**src/fla_pkg.sv**
```systemverilog
// shared types and constants for the free-list slot allocator
// depends on nothing; used by fla_engine and the core, not by fla_ram
package fla_pkg;

    localparam int SLOT_COUNT = 1024;
    localparam int ADDR_W     = $clog2(SLOT_COUNT);
    localparam int LINK_W     = $clog2(SLOT_COUNT + 1);
    localparam int IDX_W      = 10;
    localparam int COUNT_W    = 11;

    localparam logic [LINK_W-1:0] NIL_LINK = LINK_W'(SLOT_COUNT);

    typedef enum logic [1:0] {
        ST_GRANTED   = 2'd0,
        ST_EMPTY     = 2'd1,
        ST_RELEASED  = 2'd2,
        ST_BAD_INDEX = 2'd3
    } status_t;

    typedef enum logic {
        KIND_ACQUIRE = 1'b0,
        KIND_RELEASE = 1'b1
    } kind_t;

    typedef enum logic [1:0] {
        FLA_INIT,
        FLA_IDLE,
        FLA_FETCH
    } fla_state_t;

    typedef struct packed {
        logic              we;
        logic [ADDR_W-1:0] waddr;
        logic [LINK_W-1:0] wdata;
        logic [ADDR_W-1:0] raddr;
    } mem_req_t;

    typedef struct packed {
        status_t            status;
        logic [IDX_W-1:0]   granted;
        logic [COUNT_W-1:0] count;
    } result_t;

endpackage

```
**src/fla_engine.sv**
```systemverilog
// sequencer of the allocator: clearing pass, head and count registers,
// link memory requests; depends on fla_pkg
module fla_engine (
    input  logic                      clk,
    input  logic                      rst_n,
    input  logic                      in_valid,
    input  logic                      kind,
    input  logic [fla_pkg::IDX_W-1:0] slot_index,
    output logic                      in_stall,
    input  logic                      out_free,
    output logic                      res_load,
    output fla_pkg::result_t          res,
    output fla_pkg::mem_req_t         mem_req,
    input  logic [fla_pkg::LINK_W-1:0] mem_rdata
);

    fla_pkg::fla_state_t              state_reg, state_next;
    logic [fla_pkg::ADDR_W-1:0]       init_cnt_reg, init_cnt_next;
    logic [fla_pkg::LINK_W-1:0]       head_reg, head_next;
    logic [fla_pkg::COUNT_W-1:0]      used_reg, used_next;
    logic [fla_pkg::IDX_W-1:0]        grant_reg, grant_next;

    logic head_empty;
    logic idx_bad;
    logic accept;

    assign head_empty = (head_reg >= fla_pkg::NIL_LINK);
    assign idx_bad    = ({1'b0, slot_index} >= fla_pkg::LINK_W'(fla_pkg::SLOT_COUNT));

    // state and payload registers
    always_ff @(posedge clk or negedge rst_n)
    begin
        if (!rst_n)
        begin
            state_reg    <= fla_pkg::FLA_INIT;
            init_cnt_reg <= '0;
            head_reg     <= '0;
            used_reg     <= '0;
        end
        else
        begin
            state_reg    <= state_next;
            init_cnt_reg <= init_cnt_next;
            head_reg     <= head_next;
            used_reg     <= used_next;
        end
    end

    always_ff @(posedge clk)
    begin
        grant_reg <= grant_next;
    end

    // next state, memory requests and result beat
    always_comb
    begin
        state_next    = state_reg;
        init_cnt_next = init_cnt_reg;
        head_next     = head_reg;
        used_next     = used_reg;
        grant_next    = grant_reg;
        in_stall      = 1'b1;
        accept        = 1'b0;
        res_load      = 1'b0;
        res.status    = fla_pkg::ST_GRANTED;
        res.granted   = '0;
        res.count     = used_reg;
        mem_req.we    = 1'b0;
        mem_req.waddr = head_reg[fla_pkg::ADDR_W-1:0];
        mem_req.wdata = head_reg;
        mem_req.raddr = head_reg[fla_pkg::ADDR_W-1:0];

        unique case (state_reg)
            fla_pkg::FLA_INIT:
            begin
                // every entry links to the next, the last one to nil
                mem_req.we    = 1'b1;
                mem_req.waddr = init_cnt_reg;
                mem_req.wdata = fla_pkg::LINK_W'(init_cnt_reg) + fla_pkg::LINK_W'(1);
                init_cnt_next = init_cnt_reg + fla_pkg::ADDR_W'(1);
                if (init_cnt_reg == fla_pkg::ADDR_W'(fla_pkg::SLOT_COUNT - 1))
                begin
                    state_next = fla_pkg::FLA_IDLE;
                end
            end

            fla_pkg::FLA_IDLE:
            begin
                in_stall = !out_free;
                accept   = in_valid && out_free;
                if (accept)
                begin
                    if (kind == fla_pkg::KIND_ACQUIRE)
                    begin
                        if (head_empty)
                        begin
                            res_load   = 1'b1;
                            res.status = fla_pkg::ST_EMPTY;
                        end
                        else
                        begin
                            // link of the head arrives next cycle
                            grant_next = fla_pkg::IDX_W'(head_reg);
                            state_next = fla_pkg::FLA_FETCH;
                        end
                    end
                    else if (idx_bad)
                    begin
                        res_load   = 1'b1;
                        res.status = fla_pkg::ST_BAD_INDEX;
                    end
                    else
                    begin
                        // push the slot as the new head
                        mem_req.we    = 1'b1;
                        mem_req.waddr = slot_index[fla_pkg::ADDR_W-1:0];
                        mem_req.wdata = head_reg;
                        head_next     = fla_pkg::LINK_W'(slot_index);
                        if (used_reg != '0)
                        begin
                            used_next = used_reg - fla_pkg::COUNT_W'(1);
                        end
                        res_load   = 1'b1;
                        res.status = fla_pkg::ST_RELEASED;
                        res.count  = used_next;
                    end
                end
            end

            fla_pkg::FLA_FETCH:
            begin
                // pop: head takes the link read from memory
                head_next = mem_rdata;
                if (used_reg < fla_pkg::COUNT_W'(fla_pkg::SLOT_COUNT))
                begin
                    used_next = used_reg + fla_pkg::COUNT_W'(1);
                end
                res_load    = 1'b1;
                res.status  = fla_pkg::ST_GRANTED;
                res.granted = grant_reg;
                res.count   = used_next;
                state_next  = fla_pkg::FLA_IDLE;
            end

            default:
            begin
                state_next = fla_pkg::FLA_IDLE;
            end
        endcase
    end

    // checks
    a_no_accept_in_init: assert property (@(posedge clk) disable iff (!rst_n)
        (state_reg == fla_pkg::FLA_INIT) |-> in_stall)
        else $error("input accepted during clearing pass");

    a_acquire_fetch: assert property (@(posedge clk) disable iff (!rst_n)
        (accept && (kind == fla_pkg::KIND_ACQUIRE) && !head_empty)
        |=> (res_load && (res.status == fla_pkg::ST_GRANTED)))
        else $error("acquire did not grant in the following cycle");

    a_count_bound: assert property (@(posedge clk) disable iff (!rst_n)
        used_reg <= fla_pkg::COUNT_W'(fla_pkg::SLOT_COUNT))
        else $error("slot count above pool size");

endmodule

```
**config.mk**
```make
export PLATFORM = sky130hd
export DESIGN_NAME = fla_engine
export DESIGN_NICKNAME = d
export VERILOG_FILES = /design/src/fla_pkg.sv /design/src/fla_engine.sv
export SDC_FILE = /design/constraint.sdc
export NUM_CORES = 1
export LEC_CHECK = 0
export BUFFER_PORTS_ARGS = -buffer_cell sky130_fd_sc_hd__buf_2
export CAP_MARGIN = 10
export CORE_ASPECT_RATIO = 1.1
export CORE_MARGIN = 1.5
export CORE_UTILIZATION = 30
export CTS_BUF_LIST = sky130_fd_sc_hd__clkbuf_16
export DETAILED_ROUTE_END_ITERATION = 7
export MAX_ROUTING_LAYER = met4
export SYNTH_ARGS = -nofsm -noshare
export SYNTH_HDL_FRONTEND = slang
export SYNTH_SLANG_ARGS = --single-unit
```
**constraint.sdc**
```tcl
create_clock -name clk -period 2.88 [get_ports clk]
set_input_delay 0.144 -clock clk [delete_from_list [all_inputs] [get_ports clk]]
set_output_delay 0.144 -clock clk [all_outputs]
set_load 0.1 [all_outputs]
```
* Word level (Yosys, flattened, before mapping) *
Cells that the tools add are included.

word-level totals
  input bits = 26
  output and inout bits = 57
  flip-flop bits (word level) = 44
  word-level logic and storage cells = 55

cells by class
  bitwise operators = 2
  reductions and logical operators = 8
  $lt $le $gt $ge = 2
  muxes and demuxes = 26
  $add $sub $neg = 4
  equal/unequal tests = 8

operators with widths
  operator                                                    number
  two-way mux 11 bit                                          6
  two-way mux 22 bit                                          2
  one-hot mux 11 bit (2 select lines)                         2
  one-hot mux 22 bit (2 select lines)                         1
  two-way mux 2 bit                                           7
  adder 10 x 1 -> 11 bit (second input constant)              1
  adder 11 x 1 -> 11 bit (second input constant)              1
  greater-or-equal comparator 11 bit (second input constant)  1
  less-than comparator 11 bit (second input constant)         1
  nonzero test 11 bit                                         1
  subtractor 11 x 1 -> 11 bit (second input constant)         1
  adder 10 x 1 -> 10 bit (second input constant)              1
  == test 10 bit (second input constant)                      1
  two-way mux 10 bit                                          1
  != test 2 bit (second input constant)                       5
  AND reduction 4 bit                                         2
  two-way mux 1 bit                                           5
  one-hot mux 2 bit (2 select lines)                          1
  AND reduction 3 bit                                         1
  == test 2 x 1 -> 1 bit (second input constant)              1
  == test 2 bit (second input constant)                       1
  zero test 2 bit                                             1
  inverter 1 bit                                              2
  one-hot mux 1 bit (2 select lines)                          1
  other kinds (3)                                             3

* Depth between registers and ports, before layout *
Gate-level depths: netlist of run 1.

  word-level depth = 5
  mapped depth = 7
  gate-level depth less buffers = 6

* Worst setup path before layout of run 1 *
No wires, ideal clock.

  kind = flip-flop to output port
  start point = register state_reg[0]
  end point = output mem_req[19] (netlist bit)
  buffers on the path = 1
  cell stages (with the launch flop) = 6
  path slack = -1663 ps
  arrival time = 4399 ps
  data required time = 2736 ps
  cells stage by stage = dfrtp_1 -> inv_1 -> ha_1 -> clkbuf_1 -> nand2_1 -> o311ai_0

RTL lines
  what                    line              RTL
  start, declared         fla_engine.sv:17  fla_pkg::fla_state_t state_reg, state_next;
  start signal, assigned  fla_engine.sv:35  state_reg <= fla_pkg::FLA_INIT;
  start signal, assigned  fla_engine.sv:42  state_reg <= state_next;
  end, declared           fla_engine.sv:13  output fla_pkg::mem_req_t mem_req,

==> run_results.csv, run 1 <==
group,metric,value,unit
yosys,postSynthCellCount,353,
hold_path,worst_hold_path_type,"in2reg",
worst_setup_path,timing.critical_path.arrival,2570,ps
clock_network,htreeDepth,2,
sta,maximum_clock_frequency,368.8,MHz
worst_setup_path,critical_path_required,2740,ps
sta,period_needed,2712,ps
floorplan,io-pin-count,83,
sta,whs,117.8,ps
yosys,synth.yosys.seq_area_share,37.70,%
clock_network,clk_transition_reported_paths,60,ps
detailed_routing,final_antenna_net_count,0,
worst_setup_path,highest_net_fanout_along_the_worst_path,14,
floorplan,fp.dieH,108.8,um
clock_network,cts.repair_timing.setup_buffer_count,0,
sta,clock_skew,5.268,ps
worst_setup_path,endpoint_of_the_worst_register_to_register_path,"used_reg[5]",
detailed_routing,detail_route.drc_violations,0,
worst_setup_path,worst-r2r-setup-slack,700,ps
cells_and_area,postLayoutCellArea,3924,um2
worst_setup_path,worst_r2r_startpoint,"state_reg[0]",
clock_network,tritoncts_buffers,5,
yosys,synth_top_area_share,27.87,%
sta,final_hold_viol_count,0,
global_routing,maximum_number_of_pins_on_one_net_before_global_route_repair,35,
global_routing,global_route.usage.total,18.48,%
worst_setup_path,critical-path-top-delay-family,"simple AND/OR/NAND/NOR gates",
worst_setup_path,cp-end-kind,"output pin",
clock_network,cts_max_path_buffers,2,
place,count_of_input_and_output_buffers,82,
worst_setup_path,cpPeakStageDelay,620,ps
status,outcome,"complete, no violations",
sta,min_period_over_period,94.15,%
cells_and_area,final_layout_size_suffix_gt1_share,26.54,%
worst_setup_path,path_buf_inv,2,
detailed_routing,routed_vias_inst,5.533,
yosys,synth.ff_latch_count,44,
yosys,synth.top_cells.by_count,"sky130_fd_sc_hd__nand2_1, sky130_fd_sc_hd__dfrtp_1, sky130_fd_sc_hd__o21ai_0, sky130_fd_sc_hd__clkbuf_1",
floorplan,initial_core_util,30.87,%
detailed_routing,routed-via-count,2999,
detailed_routing,drt_iter0_drc,186,
worst_setup_path,timing.critical_path.from,"state_reg[0]",
worst_setup_path,worst-r2r-cell-count,5,
global_routing,grt_antenna_before_repair,0,
yosys,syn_avg_cell_area,8.649,um2
place,placedInstanceArea,3742,um2
clock_network,worstSkewPairLatency,290,ps
yosys,post_synth_instance_area,3053,um2
worst_setup_path,critical_path.endpoint,"res[5]",
cells_and_area,area_delta_synth_final,28.52,%
detailed_routing,firstDrtPassIters,4,
cells_and_area,seq_area,1151,um2
global_routing,first_global_vias,2860,
yosys,ys_async_sr_fraction,77.27,%
sta,setup_viol_count_final,0,
place,dpl.hpwl,7202,um
detailed_routing,drt-total-wl,9501,um
global_routing,grt_first_pass_wirelength,15160,um
yosys,synth_top_area_cell,"sky130_fd_sc_hd__dfrtp_1",
worst_setup_path,worstSetupPathDepth,6,
floorplan,core.rowCount,38,
yosys,synth.distinct_cells,57,
yosys,post-synth-top-count-cell,"sky130_fd_sc_hd__nand2_1",
sta,slew_violations,0,
floorplan,floorplan.die_area,10790,um2
cells_and_area,multi_input_logic_area,1708,um2
place,routabilityCongestion,0.8816,
worst_setup_path,cp_cell_sequence,"inv_1 -> ha_1 -> nand2_1 -> or4b_1 -> a22oi_2 -> buf_12",
worst_setup_path,slowest_stage,"sky130_fd_sc_hd__ha_1",
clock_network,tritoncts,"yes",
worst_setup_path,cp-start-kind,"flip-flop",
global_routing,globalRoute.totalOverflow,0,
yosys,mappedNetlistNets,385,
sta,worst-slew-pin-transition,804.6,ps
yosys,synth_top_cells_by_area,"sky130_fd_sc_hd__dfrtp_1, sky130_fd_sc_hd__edfxtp_1, sky130_fd_sc_hd__nand2_1",
cells_and_area,design.final.nets,453,
yosys,synth_edf_count,10,
job,cap_violations,0,
floorplan,die_width,99.19,um
yosys,yosys_most_used_dff,"sky130_fd_sc_hd__dfrtp_1",
sta,rsz0062_at_grt,"no",
detailed_routing,wl_per_cell,17.53,um
yosys,syn_warnings,0,
cells_and_area,number_of_antenna_repair_diodes,0,
floorplan,placeableCoreArea,9889,um2
sta,maxSlewHeadroom,46.36,%
cells_and_area,fillerInstances,995,
worst_setup_path,worst-setup-path-type,"reg2out",
clock_network,cts.root.buffer_cell,"sky130_fd_sc_hd__clkbuf_16",
clock_network,clock-sinks,44,
per-layer routing:
layer	track usage (%)	vias to the layer above	part of all wire, %
li1	-	1418	-
met1	22.28	1425	43
met2	32.27	138	48
met3	2.308	18	5.8
met4	6.137	0	2.8
met5	-	-	0
placed cells by master, fill, tap and decap left out, drive strengths merged, types with 2 or more instances in the layout:
master,count
buf,94
nand2,66
dfrtp,34
o21ai,25
and2,14
mux2i,14
nor2,12
nor3,11
a21oi,11
xnor2,11
nand3,10
a221o,10
edfxtp,10
inv,10
nand4,6
ha,6
or3,5
o211ai,5
xor2,5
clkbuf,5
and3,4
nor4,4
a22o,4
o31ai,3
o41ai,3
a211o,3
nor3b,3
a31oi,3
nand4b,2
or4,2
o22ai,2
nand2b,2
o311ai,2
nor4b,2
per-stage QoR:
stage | std cells | worst slack, ps | setup TNS [ps] | util (%)
after floorplan | 353 | -484.0 | -484.0 | -
after CTS | 542 | 177.7 | 0 | 39.68
final | 542 | 168.4 | 0 | 39.68
after global routing | 542 | 24.17 | 0 | 39.68
after detailed placement | 533 | 493.2 | 0 | 37.84
after global placement | 533 | 442.7 | 0 | 37.84
how the worst min path moves through the flow:
stage,cells past startpoint,to,from
floorplan,0,head_reg[0],rst_n
global placement,1,init_cnt_reg[5],rst_n
detailed placement,1,init_cnt_reg[7],rst_n
CTS,3,head_reg[10],mem_rdata[10]
global route,3,head_reg[10],mem_rdata[10]
finish,3,head_reg[10],mem_rdata[10]
worst min-delay path, delay by kind of cell:
family	cells	cell delay [ps]
buf+inv	1	100
simple gates	1	50
compound gates	1	60
final cells by class:
| cell class | count | area share (%) |
|---|---|---|
| Clock buffer | 5 | 3.189 |
| Clock inverter | 3 | 1.180 |
| Inverter | 10 | 0.9566 |
| Multi-Input combinational cell | 265 | 43.53 |
| Sequential cell | 44 | 29.34 |
| Tap cell | 120 | 3.827 |
| Timing Repair Buffer | 95 | 17.98 |
cells by family after synthesis:
logic type | share of synthesized area [%]
and+or+nand+nor | 24.26
buffers and inverters | 7.008
DFF | 37.71
muxes | 4.959
xor gates and xnor gates | 4.590
AOI/OAI and AO/OA | 19.02
adders and majority gates | 2.459
repair_timing:
item	in CTS	in global routing
setup endpoints to repair	0	0
resized for setup	0	0
endpoints found under the hold margin	34	0
hold buffers	1	0
Power of run 1 is left out: the tool's default activity adds up to more than one toggle a clock period on the data nets, which glitch-free logic cannot reach.
==> run 2: changes to the inputs <==
CORE_ASPECT_RATIO = not set   (was 1.1)
==> run_results.csv, run 2 (synthesis gave the netlist of run 1 again) <==
group,metric,value,unit
cells_and_area,number_of_antenna_repair_diodes,0,
detailed_routing,drt_iter0_drc,212,
clock_network,clk_transition_reported_paths,70,ps
worst_setup_path,slowest_stage,"sky130_fd_sc_hd__buf_2",
cells_and_area,finalCoreUtilization,40.09,%
worst_setup_path,cp-end-kind,"output pin",
cells_and_area,layout.cells.most_common_list,"sky130_fd_sc_hd__buf_2, sky130_fd_sc_hd__nand2_1, sky130_fd_sc_hd__dfrtp_1",
cells_and_area,design.final.nets,452,
detailed_routing,firstDrtPassIters,5,
cells_and_area,final_cells,554,
worst_setup_path,cp_cell_sequence,"inv_1 -> ha_1 -> clkinv_1 -> o211ai_1 -> a22o_1 -> buf_2",
worst_setup_path,path_buf_inv,3,
hold_path,worst_hold_path_type,"in2reg",
detailed_routing,wl_per_cell,16.17,um
sta,maxSlewHeadroom,47.83,%
place,routabilityCongestion,0.9443,
worst_setup_path,critical_path_required,2740,ps
worst_setup_path,worst-setup-path-type,"reg2out",
cells_and_area,mostFrequentLayoutCell,"sky130_fd_sc_hd__buf_2",
sta,period_needed,2744,ps
floorplan,initial_core_util,31.09,%
clock_network,tritoncts,"yes",
floorplan,die_width,103.9,um
global_routing,global_route.usage.total,17.54,%
floorplan,floorplan.die_area,10790,um2
worst_setup_path,cp-start-kind,"flip-flop",
detailed_routing,final_antenna_net_count,0,
sta,maximum_clock_frequency,364.4,MHz
sta,rsz0062_at_grt,"no",
clock_network,htreeDepth,2,
cells_and_area,fillerInstances,1035,
place,count_of_input_and_output_buffers,82,
clock_network,worstSkewPairLatency,290,ps
worst_setup_path,critical-path-top-delay-family,"buffers and inverters",
floorplan,io-pin-count,83,
worst_setup_path,timing.critical_path.arrival,2600,ps
cells_and_area,area_delta_synth_final,28.93,%
clock_network,tritoncts_buffers,5,
worst_setup_path,cpPeakStageDelay,440,ps
status,outcome,"complete, no violations",
worst_setup_path,timing.critical_path.from,"state_reg[1]",
floorplan,core.rowCount,36,
worst_setup_path,highest_net_fanout_along_the_worst_path,9,
place,dpl.hpwl,6875,um
global_routing,grt_first_pass_wirelength,14770,um
sta,min_period_over_period,95.28,%
floorplan,fp.dieH,103.9,um
global_routing,grt_antenna_before_repair,0,
cells_and_area,final_layout_size_suffix_gt1_share,26.60,%
job,cap_violations,0,
detailed_routing,drt-total-wl,8960,um
floorplan,placeableCoreArea,9819,um2
clock_network,cts_max_path_buffers,2,
global_routing,maximum_number_of_pins_on_one_net_before_global_route_repair,35,
sta,setup_viol_count_final,0,
sta,whs,126.6,ps
global_routing,first_global_vias,2738,
clock_network,clock-sinks,44,
detailed_routing,routed-via-count,2877,
detailed_routing,routed_vias_inst,5.193,
place,dp_slack,457.9,ps
worst_setup_path,worst-r2r-setup-slack,740,ps
sta,worst-slew-pin-transition,782.5,ps
sta,final_hold_viol_count,0,
detailed_routing,detail_route.drc_violations,0,
place,numPlacedInstances,545,
sta,clock_skew,7.062,ps
sta,slew_violations,0,
hold_path,worstHoldStart,"mem_rdata[10]",
sta,finalWorstSetupSlack,136.1,ps
worst_setup_path,worst_r2r_startpoint,"state_reg[1]",
clock_network,cts.root.buffer_cell,"sky130_fd_sc_hd__clkbuf_16",
global_routing,globalRoute.totalOverflow,0,
[run 2: cell types whose count changed in the layout (fill, tap and decap cells not counted), sizes merged]
| cell | delta |
|---|---|
| clkinv | +2 |
| inv | -1 |
| clkinvlp | -1 |
| buf | -1 |
[run 2: final timing paths]
path,to,cells past startpoint
min in group asynchronous,used_reg[4],2
hold reg to reg,state_reg[0],1
max in group asynchronous,head_reg[1],2
setup / recovery,res[1],6
hold / removal,head_reg[10],3
setup reg to reg,used_reg[7],6
[run 2: routing by layer]
metal / vias to the layer above / track usage, % / routed length [um]
li1: 1410 / - / -
met1: 1346 / 24.75 / 4398
met2: 107 / 25.83 / 3986
met3: 14 / 2.569 / 415
met4: 0 / 5.655 / 159
met5: - / - / 0
[run 2: final cells by class]
cell class,instances,area (um2),share of cell area (%)
clock buffers,5,125.1,3.179
well taps,133,166.4,4.228
repair buffers,94,698.2,17.74
flip-flops and latches,44,1151,29.24
multi-input cells,265,1710,43.45
clock inverters,3,47.55,1.208
inverters,10,37.54,0.9536
[run 2: worst reg2reg max path, cell delays in order, from the launching register on]
cell	delay, ps
sky130_fd_sc_hd__dfrtp_1	380
sky130_fd_sc_hd__inv_1	100
sky130_fd_sc_hd__ha_1	430
sky130_fd_sc_hd__nand4_1	170
sky130_fd_sc_hd__a2111oi_0	480
sky130_fd_sc_hd__o21ai_0	170
sky130_fd_sc_hd__mux2i_2	290
[run 2: through the flow]
step	instance area [um2]	setup TNS, ps
after floorplan	3073	-484.0
after global placement	3751	0
after detailed placement	3751	0
after CTS	3934	0
after global routing	3936	0
final	3936	0
[run 2: what timing repair did]
| item | in CTS | in global routing |
|---|---|---|
| buffers inserted | 0 | 0 |
| endpoints found under the setup margin | 0 | 6 |
| hold buffers | 1 | 0 |
| endpoints found under the hold margin | 34 | 0 |
| gates resized for setup | 0 | 1 |
Power of run 2 is left out for the same reason.
==> run 3: changes to the inputs <==
SETUP_SLACK_MARGIN = 0.4   (was not set)
==> run_results.csv, run 3 (synthesis gave the netlist of run 1 again) <==
group,metric,value,unit
worst_setup_path,cp-end-kind,"output pin",
worst_setup_path,critical_path_required,2740,ps
global_routing,maximum_number_of_pins_on_one_net_before_global_route_repair,35,
job,cap_violations,0,
sta,maximum_clock_frequency,407.6,MHz
floorplan,core.rowCount,36,
place,routabilityCongestion,0.9635,
cells_and_area,postLayoutCellArea,4118,um2
global_routing,first_global_vias,2709,
floorplan,floorplan.die_area,10790,um2
detailed_routing,wl_per_cell,16.16,um
sta,worst-slew-pin-transition,773.9,ps
place,count_of_input_and_output_buffers,82,
cells_and_area,design.final.nets,465,
detailed_routing,detail_route.drc_violations,0,
sta,maxSlewHeadroom,48.41,%
cells_and_area,final_layout_size_suffix_gt1_share,34.33,%
detailed_routing,routed_vias_inst,5.168,
clock_network,clk_transition_reported_paths,70,ps
floorplan,fp.dieH,103.9,um
sta,setup_viol_count_final,0,
cells_and_area,area_delta_synth_final,34.88,%
sta,period_needed,2453,ps
floorplan,die_width,103.9,um
sta,final_hold_viol_count,0,
floorplan,io-pin-count,83,
worst_setup_path,highest_net_fanout_along_the_worst_path,6,
clock_network,worstSkewPairLatency,290,ps
place,placedInstanceArea,3742,um2
global_routing,global_route.usage.total,17.48,%
clock_network,clock-sinks,44,
sta,min_period_over_period,85.18,%
floorplan,initial_core_util,31.09,%
worst_setup_path,worst-setup-path-type,"reg2out",
place,dpl.hpwl,6819,um
cells_and_area,number_of_antenna_repair_diodes,0,
detailed_routing,final_antenna_net_count,0,
cells_and_area,layout.cells.most_common_list,"sky130_fd_sc_hd__buf_2, sky130_fd_sc_hd__nand2_1, sky130_fd_sc_hd__dfrtp_1",
hold_path,worst_hold_path_type,"in2reg",
sta,slew_violations,0,
detailed_routing,drt_iter0_drc,276,
clock_network,tritoncts_buffers,5,
floorplan,placeableCoreArea,9819,um2
detailed_routing,routed-via-count,2930,
detailed_routing,firstDrtPassIters,4,
clock_network,htreeDepth,2,
global_routing,grt_antenna_before_repair,0,
worst_setup_path,cp-start-kind,"flip-flop",
global_routing,globalRoute.totalOverflow,0,
sta,clock_skew,4.593,ps
clock_network,cts.root.buffer_cell,"sky130_fd_sc_hd__clkbuf_16",
clock_network,tritoncts,"yes",
status,outcome,"complete, no violations",
worst_setup_path,timing.critical_path.arrival,2310,ps
detailed_routing,drt-total-wl,9165,um
cells_and_area,mostFrequentLayoutCell,"sky130_fd_sc_hd__buf_2",
clock_network,cts_max_path_buffers,2,
sta,rsz0062_at_grt,"yes",
global_routing,grt_first_pass_wirelength,14730,um
[run 3: cell types whose count changed in the layout (fill, tap and decap cells not counted), sizes merged]
cell    change
buf         +9
clkbuf      +4
[run 3: area by class of cell]
| class | instances | area (um2) |
|---|---|---|
| Clock buffer | 5 | 125.1 |
| Clock inverter | 3 | 47.55 |
| Fill cell | 1001 | 5702 |
| Inverter | 10 | 38.79 |
| Multi-Input combinational cell | 265 | 1827 |
| Sequential cell | 44 | 1159 |
| Tap cell | 133 | 166.4 |
| Timing Repair Buffer | 107 | 754.5 |
[run 3: final timing paths]
check / startpoint / to / slack, ps / cells past startpoint
max reg2reg: used_reg[7] / used_reg[2] / 790 / 5
max: used_reg[7] / res[2] / 430 / 5
min reg2reg: state_reg[0] / state_reg[0] / 530 / 1
min: mem_rdata[10] / head_reg[10] / 140 / 3
min in group asynchronous: rst_n / used_reg[6] / 460 / 2
max in group asynchronous: rst_n / used_reg[0] / 1870 / 2
[run 3: critical path: stages, from the launching register on]
cell and delay, ps:
sky130_fd_sc_hd__dfrtp_2 470, sky130_fd_sc_hd__or4_4 590, sky130_fd_sc_hd__o311a_1 370, sky130_fd_sc_hd__mux2i_1 120, sky130_fd_sc_hd__a211o_1 280, sky130_fd_sc_hd__buf_12 180
[run 3: through the flow]
step	instances	hold slack (ps)	utilization, %	TNS, ps	worst slack (ps)
after floorplan	353	-151.6	-	-2656	-382.7
after global placement	546	270.7	38.11	0	534.1
after detailed placement	546	282.6	38.11	0	567.9
after CTS	562	132.6	41.07	0	397.1
after global routing	567	153.8	41.93	0	340.4
final	567	137.6	41.93	0	426.9
[run 3: what timing repair did]
item | CTS | global route
endpoints found under the setup margin | 11 | 14
pin swaps | 5 | 5
endpoints found under the hold margin | 34 | 0
gates resized for setup | 18 | 14
buffers inserted | 7 | 5
hold buffers | 1 | 0
[run 3: per-layer routing]
layer	global-route usage (%)	routed length [um]
met5	-	0
met3	2.757	472
met1	25.12	4463
met4	3.968	124
met2	25.83	4105
Power of run 3 is left out for the same reason.
